## src/rtl/tfs_pkg.sv

```systemverilog
`timescale 1ns / 1ps
`default_nettype none

package tfs_pkg;

  localparam int SENSE_W = 10;
  localparam int SPEED_W = 10;
  localparam int CALC_W  = 12;
  localparam int TRIM_W  = 7;
  localparam int PWM_W   = 8;
  localparam int TIME_W  = 32;
  localparam int MAG_W   = 11;
  localparam int COEF_W  = 14;
  localparam int PROD_W  = MAG_W + COEF_W;
  localparam int FRAC_W  = 16;
  localparam int STEP_W  = PROD_W - FRAC_W;

  localparam logic [COEF_W-1:0] STEP_SMALL_Q16 = 14'd3932;
  localparam logic [COEF_W-1:0] STEP_LARGE_Q16 = 14'd12452;
  localparam logic signed [CALC_W-1:0] STEP_BIAS = 12'sd180;
  localparam logic [TIME_W-1:0] END_DELAY_MS = 32'd2500;
  localparam logic [7:0] FAST_DEFAULT = 8'd160;
  localparam logic [7:0] FAST_MAX     = 8'd200;
  localparam logic [7:0] SLOW_DEFAULT = 8'd115;
  localparam logic [7:0] SLOW_MAX     = 8'd155;
  localparam logic [SENSE_W-1:0] THRESH_RESET = 10'd400;
  localparam logic [PWM_W-1:0] PWM_SAT = 8'd255;

  typedef enum logic [2:0] {
    SENS_NONE      = 3'd0,
    SENS_FAR_LEFT  = 3'd1,
    SENS_LEFT      = 3'd2,
    SENS_CENTRE    = 3'd3,
    SENS_RIGHT     = 3'd4,
    SENS_FAR_RIGHT = 3'd5
  } sensor_t;

  typedef enum logic [2:0] {
    ACT_HOLD      = 3'd0,
    ACT_LOAD      = 3'd1,
    ACT_ADD_SMALL = 3'd2,
    ACT_ADD_LARGE = 3'd3,
    ACT_SUB_LARGE = 3'd4
  } wheel_act_t;

  typedef enum logic [2:0] {
    REG_THR_FAR_LEFT  = 3'd0,
    REG_THR_LEFT      = 3'd1,
    REG_THR_CENTRE    = 3'd2,
    REG_THR_RIGHT     = 3'd3,
    REG_THR_FAR_RIGHT = 3'd4,
    REG_LEFT_TRIM     = 3'd5,
    REG_RIGHT_TRIM    = 3'd6
  } cfg_reg_t;

  typedef struct packed {
    logic signed [CALC_W-1:0] left;
    logic signed [CALC_W-1:0] right;
    logic                     end_flag;
    logic                     slow;
  } drive_t;

endpackage

`default_nettype wire

```

## src/rtl/tfs_wheel_lane.sv

```systemverilog
`timescale 1ns / 1ps
`default_nettype none

module tfs_wheel_lane (
  input  wire logic signed [tfs_pkg::SPEED_W-1:0] speed,
  input  wire tfs_pkg::wheel_act_t                act,
  input  wire logic [7:0]                         dflt,
  input  wire logic signed [tfs_pkg::TRIM_W-1:0]  trim,
  input  wire logic [7:0]                         mx,
  output logic signed [tfs_pkg::SPEED_W-1:0]      speed_nxt
);

  logic signed [tfs_pkg::CALC_W-1:0] base;
  logic signed [tfs_pkg::CALC_W-1:0] x;
  logic signed [tfs_pkg::CALC_W-1:0] neg_x;
  logic [tfs_pkg::MAG_W-1:0]         mag;
  logic [tfs_pkg::COEF_W-1:0]        coef;
  logic [tfs_pkg::PROD_W-1:0]        prod;
  logic [tfs_pkg::STEP_W-1:0]        frac;
  logic signed [tfs_pkg::CALC_W-1:0] step;
  logic signed [tfs_pkg::CALC_W-1:0] sum;
  logic signed [tfs_pkg::CALC_W-1:0] mx_s;
  logic signed [tfs_pkg::CALC_W-1:0] clamped;

  always_comb begin
    base  = tfs_pkg::CALC_W'(speed);
    x     = base + tfs_pkg::STEP_BIAS;
    neg_x = -x;
    mag   = x[tfs_pkg::CALC_W-1] ? neg_x[tfs_pkg::MAG_W-1:0] : x[tfs_pkg::MAG_W-1:0];
    coef  = (act == tfs_pkg::ACT_ADD_SMALL) ? tfs_pkg::STEP_SMALL_Q16
                                            : tfs_pkg::STEP_LARGE_Q16;
    prod  = tfs_pkg::PROD_W'(mag) * tfs_pkg::PROD_W'(coef);
    frac  = prod[tfs_pkg::PROD_W-1:tfs_pkg::FRAC_W];
    // truncate toward zero: scale the magnitude, then restore the sign
    if (x[tfs_pkg::CALC_W-1]) begin
      step = -$signed({{(tfs_pkg::CALC_W-tfs_pkg::STEP_W){1'b0}}, frac});
    end else begin
      step = $signed({{(tfs_pkg::CALC_W-tfs_pkg::STEP_W){1'b0}}, frac});
    end

    case (act)
      tfs_pkg::ACT_HOLD:      sum = base;
      tfs_pkg::ACT_LOAD:      sum = $signed({4'b0, dflt}) + tfs_pkg::CALC_W'(trim);
      tfs_pkg::ACT_ADD_SMALL: sum = base + step;
      tfs_pkg::ACT_ADD_LARGE: sum = base + step;
      tfs_pkg::ACT_SUB_LARGE: sum = base - step;
      default:                sum = base;
    endcase

    mx_s = $signed({4'b0, mx});
    if (sum > mx_s) begin
      clamped = mx_s;
    end else if (sum < -mx_s) begin
      clamped = -mx_s;
    end else begin
      clamped = sum;
    end
    speed_nxt = clamped[tfs_pkg::SPEED_W-1:0];
  end

endmodule

`default_nettype wire

```

## src/rtl/tfs_merge.sv

```systemverilog
`timescale 1ns / 1ps
`default_nettype none

module tfs_merge (
  input  wire logic              clk,
  input  wire logic              rst_n,
  input  wire logic              load,
  input  wire tfs_pkg::drive_t   drv,
  input  wire logic              out_tready,
  output logic                   out_tvalid,
  output logic [39:0]            out_tdata
);

  logic signed [tfs_pkg::CALC_W-1:0] l_neg;
  logic signed [tfs_pkg::CALC_W-1:0] r_neg;
  logic [tfs_pkg::MAG_W-1:0]         l_mag;
  logic [tfs_pkg::MAG_W-1:0]         r_mag;
  logic [tfs_pkg::PWM_W-1:0]         l_pwm;
  logic [tfs_pkg::PWM_W-1:0]         r_pwm;
  logic [tfs_pkg::PWM_W-1:0]         lfwd, lrev, rfwd, rrev;
  logic                              valid_r;
  logic [39:0]                       data_r;
  logic [39:0]                       data_nxt;

  always_comb begin
    l_neg = -drv.left;
    r_neg = -drv.right;
    l_mag = drv.left[tfs_pkg::CALC_W-1]  ? l_neg[tfs_pkg::MAG_W-1:0]
                                         : drv.left[tfs_pkg::MAG_W-1:0];
    r_mag = drv.right[tfs_pkg::CALC_W-1] ? r_neg[tfs_pkg::MAG_W-1:0]
                                         : drv.right[tfs_pkg::MAG_W-1:0];
    l_pwm = (l_mag > tfs_pkg::MAG_W'(tfs_pkg::PWM_SAT)) ? tfs_pkg::PWM_SAT
                                                        : l_mag[tfs_pkg::PWM_W-1:0];
    r_pwm = (r_mag > tfs_pkg::MAG_W'(tfs_pkg::PWM_SAT)) ? tfs_pkg::PWM_SAT
                                                        : r_mag[tfs_pkg::PWM_W-1:0];
    lfwd  = drv.left[tfs_pkg::CALC_W-1]  ? '0 : l_pwm;
    lrev  = drv.left[tfs_pkg::CALC_W-1]  ? l_pwm : '0;
    rfwd  = drv.right[tfs_pkg::CALC_W-1] ? '0 : r_pwm;
    rrev  = drv.right[tfs_pkg::CALC_W-1] ? r_pwm : '0;
    data_nxt = {6'b0, drv.slow, drv.end_flag, rrev, rfwd, lrev, lfwd};
  end

  always_ff @(posedge clk) begin
    if (!rst_n) begin
      valid_r <= 1'b0;
    end else if (load) begin
      valid_r <= 1'b1;
    end else if (out_tready) begin
      valid_r <= 1'b0;
    end
  end

  always_ff @(posedge clk) begin
    if (load) begin
      data_r <= data_nxt;
    end
  end

  assign out_tvalid = valid_r;
  assign out_tdata  = data_r;

endmodule

`default_nettype wire

```

## src/rtl/tape_follow_steering_core.sv

```systemverilog
`timescale 1ns / 1ps
`default_nettype none

// Steering core for a five-sensor tape follower.
// Input stream: one word per sensor scan (five reflectance samples plus a
// millisecond time stamp). Output stream: one word per input word with the
// four H-bridge PWM magnitudes and the end and slow-mode flags.
// Thresholds and forward trims are set on the cfg_ write port; the user must
// set them only while idle, as the block does not enforce it. The result
// word reaches the output register in the cycle after the input word is
// taken. One word per cycle when the output does not stall; the wheel
// speeds, last-seen sensor and mode flags loop through threshold compares,
// two wheel lanes (constant multiply, add, clamp) and the state registers.
// Reset clears both speeds, the last-seen sensor, slow mode, its time mark
// and the done flag, and sets every threshold to 400 and both trims to zero.
// When the receiver stalls, the output register holds its word and
// in_tready drops until the word is taken; a waiting word and a new input
// word may be exchanged in the same cycle.
// Once the end marker is seen, every later word carries zero drive.

module tape_follow_steering_core #(
  parameter int LEFT_REV_TRIM  = 0,
  parameter int RIGHT_REV_TRIM = 0
) (
  input  wire logic        clk,
  input  wire logic        rst_n,
  // sense_far_left, sense_left, sense_centre, sense_right, sense_far_right,
  // now_ms, zero fill
  input  wire logic [87:0] in_tdata,
  input  wire logic        in_tvalid,
  output logic             in_tready,
  // left_fwd_pwm, left_rev_pwm, right_fwd_pwm, right_rev_pwm, end_reached,
  // slow_active, zero fill
  output logic [39:0]      out_tdata,
  output logic             out_tvalid,
  input  wire logic        out_tready,
  input  wire logic        cfg_wr_en,
  input  wire logic [2:0]  cfg_addr,
  input  wire logic [9:0]  cfg_wdata
);

  localparam int NUM_SENS = 5;

  logic [tfs_pkg::SENSE_W-1:0]        thr_r [NUM_SENS];
  logic signed [tfs_pkg::TRIM_W-1:0]  trim_l_r;
  logic signed [tfs_pkg::TRIM_W-1:0]  trim_r_r;

  logic signed [tfs_pkg::SPEED_W-1:0] left_speed_r,  left_speed_nxt;
  logic signed [tfs_pkg::SPEED_W-1:0] right_speed_r, right_speed_nxt;
  tfs_pkg::sensor_t                   last_r, last_nxt;
  logic                               slow_r, slow_nxt;
  logic [tfs_pkg::TIME_W-1:0]         mark_r, mark_nxt;
  logic                               finished_r, finished_nxt;

  logic [tfs_pkg::SENSE_W-1:0]        sense [NUM_SENS];
  logic [NUM_SENS-1:0]                seen;
  logic [tfs_pkg::TIME_W-1:0]         now_ms;
  logic [tfs_pkg::TIME_W-1:0]         elapsed;
  logic                               end_hit;
  logic                               rev;
  logic                               speed_we;
  logic [7:0]                         dflt, mx;
  tfs_pkg::wheel_act_t                act_l, act_r;
  logic signed [tfs_pkg::SPEED_W-1:0] lane_l, lane_r;
  logic signed [tfs_pkg::CALC_W-1:0]  rev_l, rev_r;
  tfs_pkg::drive_t                    drv;
  logic                               in_acc;

  assign in_tready = !out_tvalid || out_tready;
  assign in_acc    = in_tvalid && in_tready;
  assign now_ms    = in_tdata[81:50];

  for (genvar i = 0; i < NUM_SENS; i++) begin : g_sense
    assign sense[i] = in_tdata[i*tfs_pkg::SENSE_W +: tfs_pkg::SENSE_W];
    assign seen[i]  = sense[i] > thr_r[i];
  end

  always_comb begin
    slow_nxt     = slow_r;
    mark_nxt     = mark_r;
    finished_nxt = finished_r;
    last_nxt     = last_r;
    act_l        = tfs_pkg::ACT_HOLD;
    act_r        = tfs_pkg::ACT_HOLD;
    rev          = 1'b0;

    if (!finished_r && seen[1] && seen[2] && seen[3] && !slow_r) begin
      slow_nxt = 1'b1;
      mark_nxt = now_ms;
    end
    elapsed = now_ms - mark_nxt;
    end_hit = !finished_r && seen[0] && seen[4] && (elapsed > tfs_pkg::END_DELAY_MS);
    if (end_hit) begin
      finished_nxt = 1'b1;
    end

    dflt = slow_nxt ? tfs_pkg::SLOW_DEFAULT : tfs_pkg::FAST_DEFAULT;
    mx   = slow_nxt ? tfs_pkg::SLOW_MAX : tfs_pkg::FAST_MAX;

    if (seen[2]) begin
      last_nxt = tfs_pkg::SENS_CENTRE;
      act_l    = tfs_pkg::ACT_LOAD;
      act_r    = tfs_pkg::ACT_LOAD;
    end else if (seen[1]) begin
      if (last_r == tfs_pkg::SENS_FAR_LEFT) begin
        act_l = tfs_pkg::ACT_LOAD;
        act_r = tfs_pkg::ACT_LOAD;
      end else begin
        act_r = tfs_pkg::ACT_ADD_SMALL;
      end
      last_nxt = tfs_pkg::SENS_LEFT;
    end else if (seen[3]) begin
      if (last_r == tfs_pkg::SENS_FAR_RIGHT) begin
        act_l = tfs_pkg::ACT_LOAD;
        act_r = tfs_pkg::ACT_LOAD;
      end else begin
        act_l = tfs_pkg::ACT_ADD_SMALL;
      end
      last_nxt = tfs_pkg::SENS_RIGHT;
    end else if (seen[0]) begin
      last_nxt = tfs_pkg::SENS_FAR_LEFT;
      act_l    = tfs_pkg::ACT_SUB_LARGE;
      act_r    = tfs_pkg::ACT_ADD_LARGE;
    end else if (seen[4]) begin
      last_nxt = tfs_pkg::SENS_FAR_RIGHT;
      act_l    = tfs_pkg::ACT_ADD_LARGE;
      act_r    = tfs_pkg::ACT_SUB_LARGE;
    end else if (last_r == tfs_pkg::SENS_FAR_LEFT || last_r == tfs_pkg::SENS_FAR_RIGHT) begin
      rev = 1'b1;
    end

    if (finished_r || end_hit) begin
      last_nxt = last_r;
    end
    speed_we = !finished_r && !end_hit && !rev;

    rev_l = -($signed({4'b0, dflt}) + tfs_pkg::CALC_W'(LEFT_REV_TRIM));
    rev_r = -($signed({4'b0, dflt}) + tfs_pkg::CALC_W'(RIGHT_REV_TRIM));

    left_speed_nxt  = speed_we ? lane_l : left_speed_r;
    right_speed_nxt = speed_we ? lane_r : right_speed_r;

    if (finished_r) begin
      drv = '{left: '0, right: '0, end_flag: 1'b1, slow: slow_r};
    end else if (end_hit) begin
      drv = '{left: '0, right: '0, end_flag: 1'b1, slow: slow_nxt};
    end else if (rev) begin
      drv = '{left: rev_l, right: rev_r, end_flag: 1'b0, slow: slow_nxt};
    end else begin
      drv = '{left: tfs_pkg::CALC_W'(lane_l), right: tfs_pkg::CALC_W'(lane_r),
              end_flag: 1'b0, slow: slow_nxt};
    end
  end

  tfs_wheel_lane u_lane_l (
    .speed     (left_speed_r),
    .act       (act_l),
    .dflt      (dflt),
    .trim      (trim_l_r),
    .mx        (mx),
    .speed_nxt (lane_l)
  );

  tfs_wheel_lane u_lane_r (
    .speed     (right_speed_r),
    .act       (act_r),
    .dflt      (dflt),
    .trim      (trim_r_r),
    .mx        (mx),
    .speed_nxt (lane_r)
  );

  tfs_merge u_merge (
    .clk        (clk),
    .rst_n      (rst_n),
    .load       (in_acc),
    .drv        (drv),
    .out_tready (out_tready),
    .out_tvalid (out_tvalid),
    .out_tdata  (out_tdata)
  );

  always_ff @(posedge clk) begin
    if (!rst_n) begin
      for (int i = 0; i < NUM_SENS; i++) begin
        thr_r[i] <= tfs_pkg::THRESH_RESET;
      end
      trim_l_r <= '0;
      trim_r_r <= '0;
    end else if (cfg_wr_en) begin
      case (tfs_pkg::cfg_reg_t'(cfg_addr))
        tfs_pkg::REG_THR_FAR_LEFT:  thr_r[0] <= cfg_wdata;
        tfs_pkg::REG_THR_LEFT:      thr_r[1] <= cfg_wdata;
        tfs_pkg::REG_THR_CENTRE:    thr_r[2] <= cfg_wdata;
        tfs_pkg::REG_THR_RIGHT:     thr_r[3] <= cfg_wdata;
        tfs_pkg::REG_THR_FAR_RIGHT: thr_r[4] <= cfg_wdata;
        tfs_pkg::REG_LEFT_TRIM:     trim_l_r <= cfg_wdata[tfs_pkg::TRIM_W-1:0];
        tfs_pkg::REG_RIGHT_TRIM:    trim_r_r <= cfg_wdata[tfs_pkg::TRIM_W-1:0];
        default: ;
      endcase
    end
  end

  always_ff @(posedge clk) begin
    if (!rst_n) begin
      left_speed_r  <= '0;
      right_speed_r <= '0;
      last_r        <= tfs_pkg::SENS_NONE;
      slow_r        <= 1'b0;
      mark_r        <= '0;
      finished_r    <= 1'b0;
    end else if (in_acc) begin
      left_speed_r  <= left_speed_nxt;
      right_speed_r <= right_speed_nxt;
      last_r        <= last_nxt;
      slow_r        <= slow_nxt;
      mark_r        <= mark_nxt;
      finished_r    <= finished_nxt;
    end
  end

  a_done_zero_drive: assert property (@(posedge clk) disable iff (!rst_n)
    (in_acc && finished_r) |=> (out_tdata[31:0] == 32'd0 && out_tdata[32]))
    else $error("drive not zero after end marker");

  a_one_side_per_wheel: assert property (@(posedge clk) disable iff (!rst_n)
    out_tvalid |-> ((out_tdata[7:0] == 8'd0 || out_tdata[15:8] == 8'd0) &&
                    (out_tdata[23:16] == 8'd0 || out_tdata[31:24] == 8'd0)))
    else $error("both bridge sides driven");

  a_speed_bound: assert property (@(posedge clk) disable iff (!rst_n)
    (left_speed_r <= 10'sd200 && left_speed_r >= -10'sd200 &&
     right_speed_r <= 10'sd200 && right_speed_r >= -10'sd200))
    else $error("stored speed beyond limit");

  a_slow_sticky: assert property (@(posedge clk) disable iff (!rst_n)
    slow_r |=> slow_r)
    else $error("slow mode dropped");

endmodule

`default_nettype wire
```

## config.mk

```make
export PLATFORM = sky130hd
export DESIGN_NAME = tape_follow_steering_core
export DESIGN_NICKNAME = d
export VERILOG_FILES = /design/src/rtl/tfs_pkg.sv /design/src/rtl/tfs_wheel_lane.sv /design/src/rtl/tfs_merge.sv /design/src/rtl/tape_follow_steering_core.sv
export SDC_FILE = /design/constraint.sdc
export NUM_CORES = 1
export LEC_CHECK = 0
export ABC_AREA = 0
export ABC_CLOCK_PERIOD_IN_PS = 49200
export BUFFER_PORTS_ARGS = -buffer_cell sky130_fd_sc_hd__buf_2
export CORE_MARGIN = 4
export CORE_UTILIZATION = 41
export DETAILED_ROUTE_END_ITERATION = 10
export MAX_ROUTING_LAYER = met4
export SETUP_SLACK_MARGIN = 0.02
export SYNTH_ARGS = -nofsm -noshare
export SYNTH_HDL_FRONTEND = slang
export SYNTH_HIERARCHICAL = 1
export SYNTH_SLANG_ARGS = --single-unit
```

## constraint.sdc

```tcl
create_clock -name clk -period 49.2 [get_ports clk]
set_input_delay 7.38 -clock clk [delete_from_list [all_inputs] [get_ports clk]]
set_output_delay 7.38 -clock clk [all_outputs]
set_load 0.005 [all_outputs]
```

=== Word-level counts from Yosys, hierarchy flattened ===
Memory sizes are Yosys's and may differ from the RTL's.
Cells that the tools add are included.

* Register bits: 106
* Memories kept: 1
* Input port bits: 106
* Output and inout port bits: 42
* RAM bits: 50

* Multiply operators: 2
* Bitwise gates (word level): 6
* $lt $le $gt $ge: 12
* Mux-type cells: 76
* Add/subtract/negate cells: 17
* Reductions and logical operators: 29
* Eq/ne operators: 16

{| class="wikitable"
|+ Memories
! memory !! words !! width !! rd ports !! clocked after memory_dff !! write ports !! RTL line !! text
|-
| thr_r || 5 || 10 || 5 || 0 || 5 || tape_follow_steering_core.sv:44 || <nowiki>logic [tfs_pkg::SENSE_W-1:0] thr_r [NUM_SENS];</nowiki>
|}

{| class="wikitable"
|+ Operators with widths
! kind !! number
|-
| two-way mux 10 bit || 9
|-
| two-way mux 26 bit || 3
|-
| case mux 12 bit (3 select lines) || 2
|-
| > comparator 10 bit || 5
|-
| multiplier 11 x 14 -> 25 bit || 2
|-
| two-way mux 11 bit || 4
|-
| negation 11 bit || 4
|-
| two-way mux 3 bit || 14
|-
| > comparator 32 x 12 -> 1 bit (second input constant) || 1
|-
| two-way mux 1 bit || 32
|-
| two-way mux 32 bit || 1
|-
| subtractor 32 bit || 1
|-
| two-way mux 14 bit || 2
|-
| adder 10 x 12 -> 12 bit || 2
|-
| > comparator 12 x 9 -> 1 bit || 2
|-
| < comparator 12 bit || 2
|-
| two-way mux 12 bit || 2
|-
| two-way mux 8 bit || 3
|-
| negation 8 -> 12 bit || 2
|-
| negation 9 -> 12 bit || 2
|-
| subtractor 10 x 12 -> 12 bit || 2
|-
| adder 10 x 9 -> 11 bit (second input constant) || 2
|-
| > comparator 11 x 8 -> 1 bit (second input constant) || 2
|-
| adder 9 x 7 -> 10 bit || 2
|-
| 16 further kinds || 55
|}

=== Depth between registers and ports, before layout ===
An unclocked memory read counts as a cell.

* Depth after elaboration: 24
* Depth in mapped cells: 69
* Gate-level depth less buffers: 65

=== By module ===
The synthesis kept the hierarchy.

{| class="wikitable"
|+ By module, submodules not included
! module !! cells an instance !! area each (sq um) !! instances
|-
| tape_follow_steering_core || 967 || 8503.2 || 1
|-
| tfs_wheel_lane at u_lane_r || 820 || 6561.3 || 1
|-
| tfs_wheel_lane at u_lane_l || 821 || 6475.0 || 1
|-
| tfs_merge || 152 || 1828.0 || 1
|}

=== Worst setup path after synthesis ===
No wires, ideal clock.

* Path type: in2reg
* Start: input port in_tdata[1]
* End: register u_merge.data_r[6], in the netlist u_merge/out_tdata[6] (data pin)
* Setup slack: 28247 ps
* Cell stages on the path: 66
* Arrival: 20683 ps
* Buffers on the path: 3
* Cells stage by stage: ha_1 -> nor2b_1 -> o21a_1 -> o21a_1 -> o21a_1 -> o21a_1 -> o21bai_1 -> a21oi_1 -> or2_2 -> nor2_1 -> a21oi_1 -> nor2_1 -> nand2b_1 -> or2_2 -> clkbuf_1 -> or2_2 -> inv_1 -> fa_1 -> [30 not listed] -> nor2_1 -> a211o_1 -> nor2_1 -> ha_1 -> inv_1 -> or3_1 -> or2_2 -> o21ai_1 -> clkbuf_1 -> mux2i_1 -> mux2i_1 -> a21oi_1 -> nor2_1 -> or4_4 -> o21ai_0 -> o2111a_2 -> buf_4 -> a31oi_1

{| class="wikitable"
|+ RTL lines
! element !! RTL line !! text
|-
| start, declared || tape_follow_steering_core.sv:29 || <nowiki>input wire logic [87:0] in_tdata,</nowiki>
|-
| end signal, assigned || tfs_merge.sv:55 || <nowiki>data_r <= data_nxt;</nowiki>
|-
| end, declared || tfs_merge.sv:22 || <nowiki>logic [39:0] data_r;</nowiki>
|}

==> out/metrics.cfg <==
[clock_tree]
root_buffer = clkbuf_16
clock_latency_ns = 0.44
post_cts_buffers = 0
h-tree-depth = 4
cts_inserted_buffers = 17
cts_tree = yes
clockBufferDepth = 2
clk_pin_slew_ns = 0.06
cts.sinks = 156
cts-resized-gates = 0
holdBufCountCts = 0

[placement]
place_congestion = 0.928
pre_cts_ws_ns = 26.03
port_buffers = 135
place_hpwl_um = 50600

[synth]
synthAdderAreaFrac_pct = 28.8
yosysWarnings = 6
synth_top_family_by_area = adder cells
synth_compound_area_share_pct = 20.6
synth-xor-area-share_pct = 4.95
ys.flop_type = edfxtp_1
synthArstFlopShare_pct = 0
ys_ff_latch = 156
ys_seq_area_share_pct = 17.0
ys_types = 118
synthCells = 2760
syn-cell-area_um2 = 23400
synthMuxAreaShare_pct = 3.53
avgSynthCellArea_um2 = 8.47
synth-edff-count = 84
yosys.area_share.simple_pct = 16.5

[global_routing]
grt_max_degree = 81
overflow = 0
antenna_found_initial = 1
grt_pass1_wl_um = 99300
grt_use_total_pct = 20.3
grt_pass1_vias = 19800

[die]
core.rowCount = 87
die_h_um = 247
start_util_pct = 41.4
dieArea_um2 = 60900
die_w_um = 247
ios = 148
coreArea_um2 = 56400

[route]
drt_first_pass_iters = 5
antenna_left = 0
vias = 20000
drc = 0
wl_per_cell_um = 16.7
vias_per_cell = 5.48
routed_wl_um = 60900
drt_iter0_drc = 1297

[cells_and_area]
num-fill-cells = 5655
drive_gt1_share_pct = 9.57
final_common_cell = inv_1
most-common-layout-cells = inv_1 (409), ha_1 (310), nand2_1 (239)
area_delta_synth_final_pct = 8.72
nets = 3439

[min_path]
hp-class = flip-flop to flip-flop
whs_endpoint = last_r[1]
min_from = last_r[1]
min_delay_path_depth = 2

[timing]
finalSetupViolations = 0
final.setup.tns_ns = 0
max_slew_margin_pct = 28.8
fmax_mhz = 43.7
fin_hold_ws_ns = 0.474
min_period_ns = 22.88
finClkSkew_ns = 0.00905
rsz0062_at_grt = false
worst_pin_slew_ns = 1.06
fin_ws_ns = 26.32
finalCritPeriodShare_pct = 46.5
hold_violations = 0
slew_violations = 0

[setup_path]
crit_type = input port to flip-flop
crit_top_cell = nor2_1
crit-reg2reg-launch = thr_r[0][35]
arrival_ns = 23.02
cp.required_ns = 49.34
slowest_delay_ns = 0.82
cp-start-kind = input port
reg2reg_to = u_merge/out_tdata[3]
reg2regPathDepth = 62
critPathMaxFanout = 20
critPathSlowestCell = nor2_1
crit_start = in_tdata[35]
reg2reg_slack_ns = 33.02
end_kind = flip-flop

[status]
status = complete, no violations

[flow_run]
maxCapViolCount = 0

==> worst max-delay path, delay by kind of cell <==
| family | cells | cell delay [ns] |
|---|---|---|
| AND/OR/NAND/NOR | 20 | 4.89 |
| multiplexers | 1 | 0.11 |
| adder cells (fa/ha/maj) | 11 | 4.43 |
| AO/OA/AOI/OAI | 19 | 4.98 |
| buffers and inverters | 10 | 0.96 |
| XOR/XNOR | 1 | 0.25 |
==> state kept, by name (all words and copies together), names as in the netlist <==
signal,count
left_speed_r,10
trim_l_r,7
u_merge/out_tdata,34
last_r,3
slow_r,1
finished_r,1
right_speed_r,10
thr_r,50
u_merge/out_tvalid,1
mark_r,32
trim_r_r,7
==> metal layers <==
metal / routed length (um) / GRT usage [%] / share of wire [%]
met3: 2910 / 2.21 / 4.8
met5: 0 / - / 0
met2: 28000 / 33.1 / 46
met1: 28900 / 27.6 / 47
met4: 1150 / 4.36 / 1.9
==> logic make-up after synthesis <==
| group | count (synthesis) |
|---|---|
| AND/OR/NAND/NOR | 764 |
| XOR/XNOR | 130 |
| AO/OA/AOI/OAI | 666 |
| multiplexers | 81 |
| other | 7 |
| buffers and inverters | 503 |
| adder cells (fa/ha/maj) | 453 |
| flip-flops | 156 |
==> Yosys cell counts, types with 26 or more instances <==
cell type | number | share of area (%)
o211a_1 | 30 | 1.3
nand2_1 | 239 | 3.8
inv_1 | 409 | 6.6
a21oi_1 | 143 | 3.1
xor2_1 | 41 | 1.5
a21o_1 | 49 | 1.6
o21a_1 | 45 | 1.4
a211oi_1 | 29 | 0.93
edfxtp_1 | 84 | 11
nor2b_1 | 39 | 1.0
nor3_1 | 64 | 1.4
mux2i_1 | 78 | 3.3
clkbuf_1 | 70 | 1.1
ha_1 | 310 | 17
dfxtp_1 | 72 | 6.2
nor2_1 | 144 | 2.3
and2_1 | 36 | 0.96
fa_1 | 141 | 12
nand2b_1 | 37 | 0.99
o21ai_0 | 102 | 2.2
and3_1 | 26 | 0.70
nand3_1 | 50 | 1.1
a31oi_1 | 46 | 1.2
xnor2_1 | 88 | 3.3
==> final cells by class <==
| class | instances | area, um2 | share of cell area [%] |
|---|---|---|---|
| flip-flops and latches | 156 | 3960 | 15.6 |
| diodes | 1 | 2.50 | 0.00985 |
| multi-input cells | 2145 | 17600 | 69.2 |
| inverters | 409 | 1540 | 6.04 |
| well taps | 756 | 946 | 3.72 |
| clock buffers | 18 | 429 | 1.69 |
| clock inverters | 14 | 138 | 0.542 |
| repair buffers | 153 | 813 | 3.20 |
==> through the flow <==
stage	std cells	cell area (um2)	util [%]
floorplan	2804	23500	-
global placement	3619	24800	44.0
detailed placement	3619	24800	44.0
CTS	3651	25400	45.0
global route	3651	25400	45.0
finish	3652	25400	45.1
==> worst max path at each step <==
stage                            endpoint  slack [ns]  depth (start not counted)
floorplan            u_merge/out_tdata[6]       28.25                         66
finish               u_merge/out_tdata[3]       26.32                         62
global placement    u_merge/out_tdata[16]       26.17                         58
global route        u_merge/out_tdata[10]       25.11                         62
CTS                  u_merge/out_tdata[5]       26.45                         62
detailed placement   u_merge/out_tdata[5]       26.03                         62
Power is not shown: default switching activity piles up to over one toggle a cycle in this logic, so the estimate is an artifact.
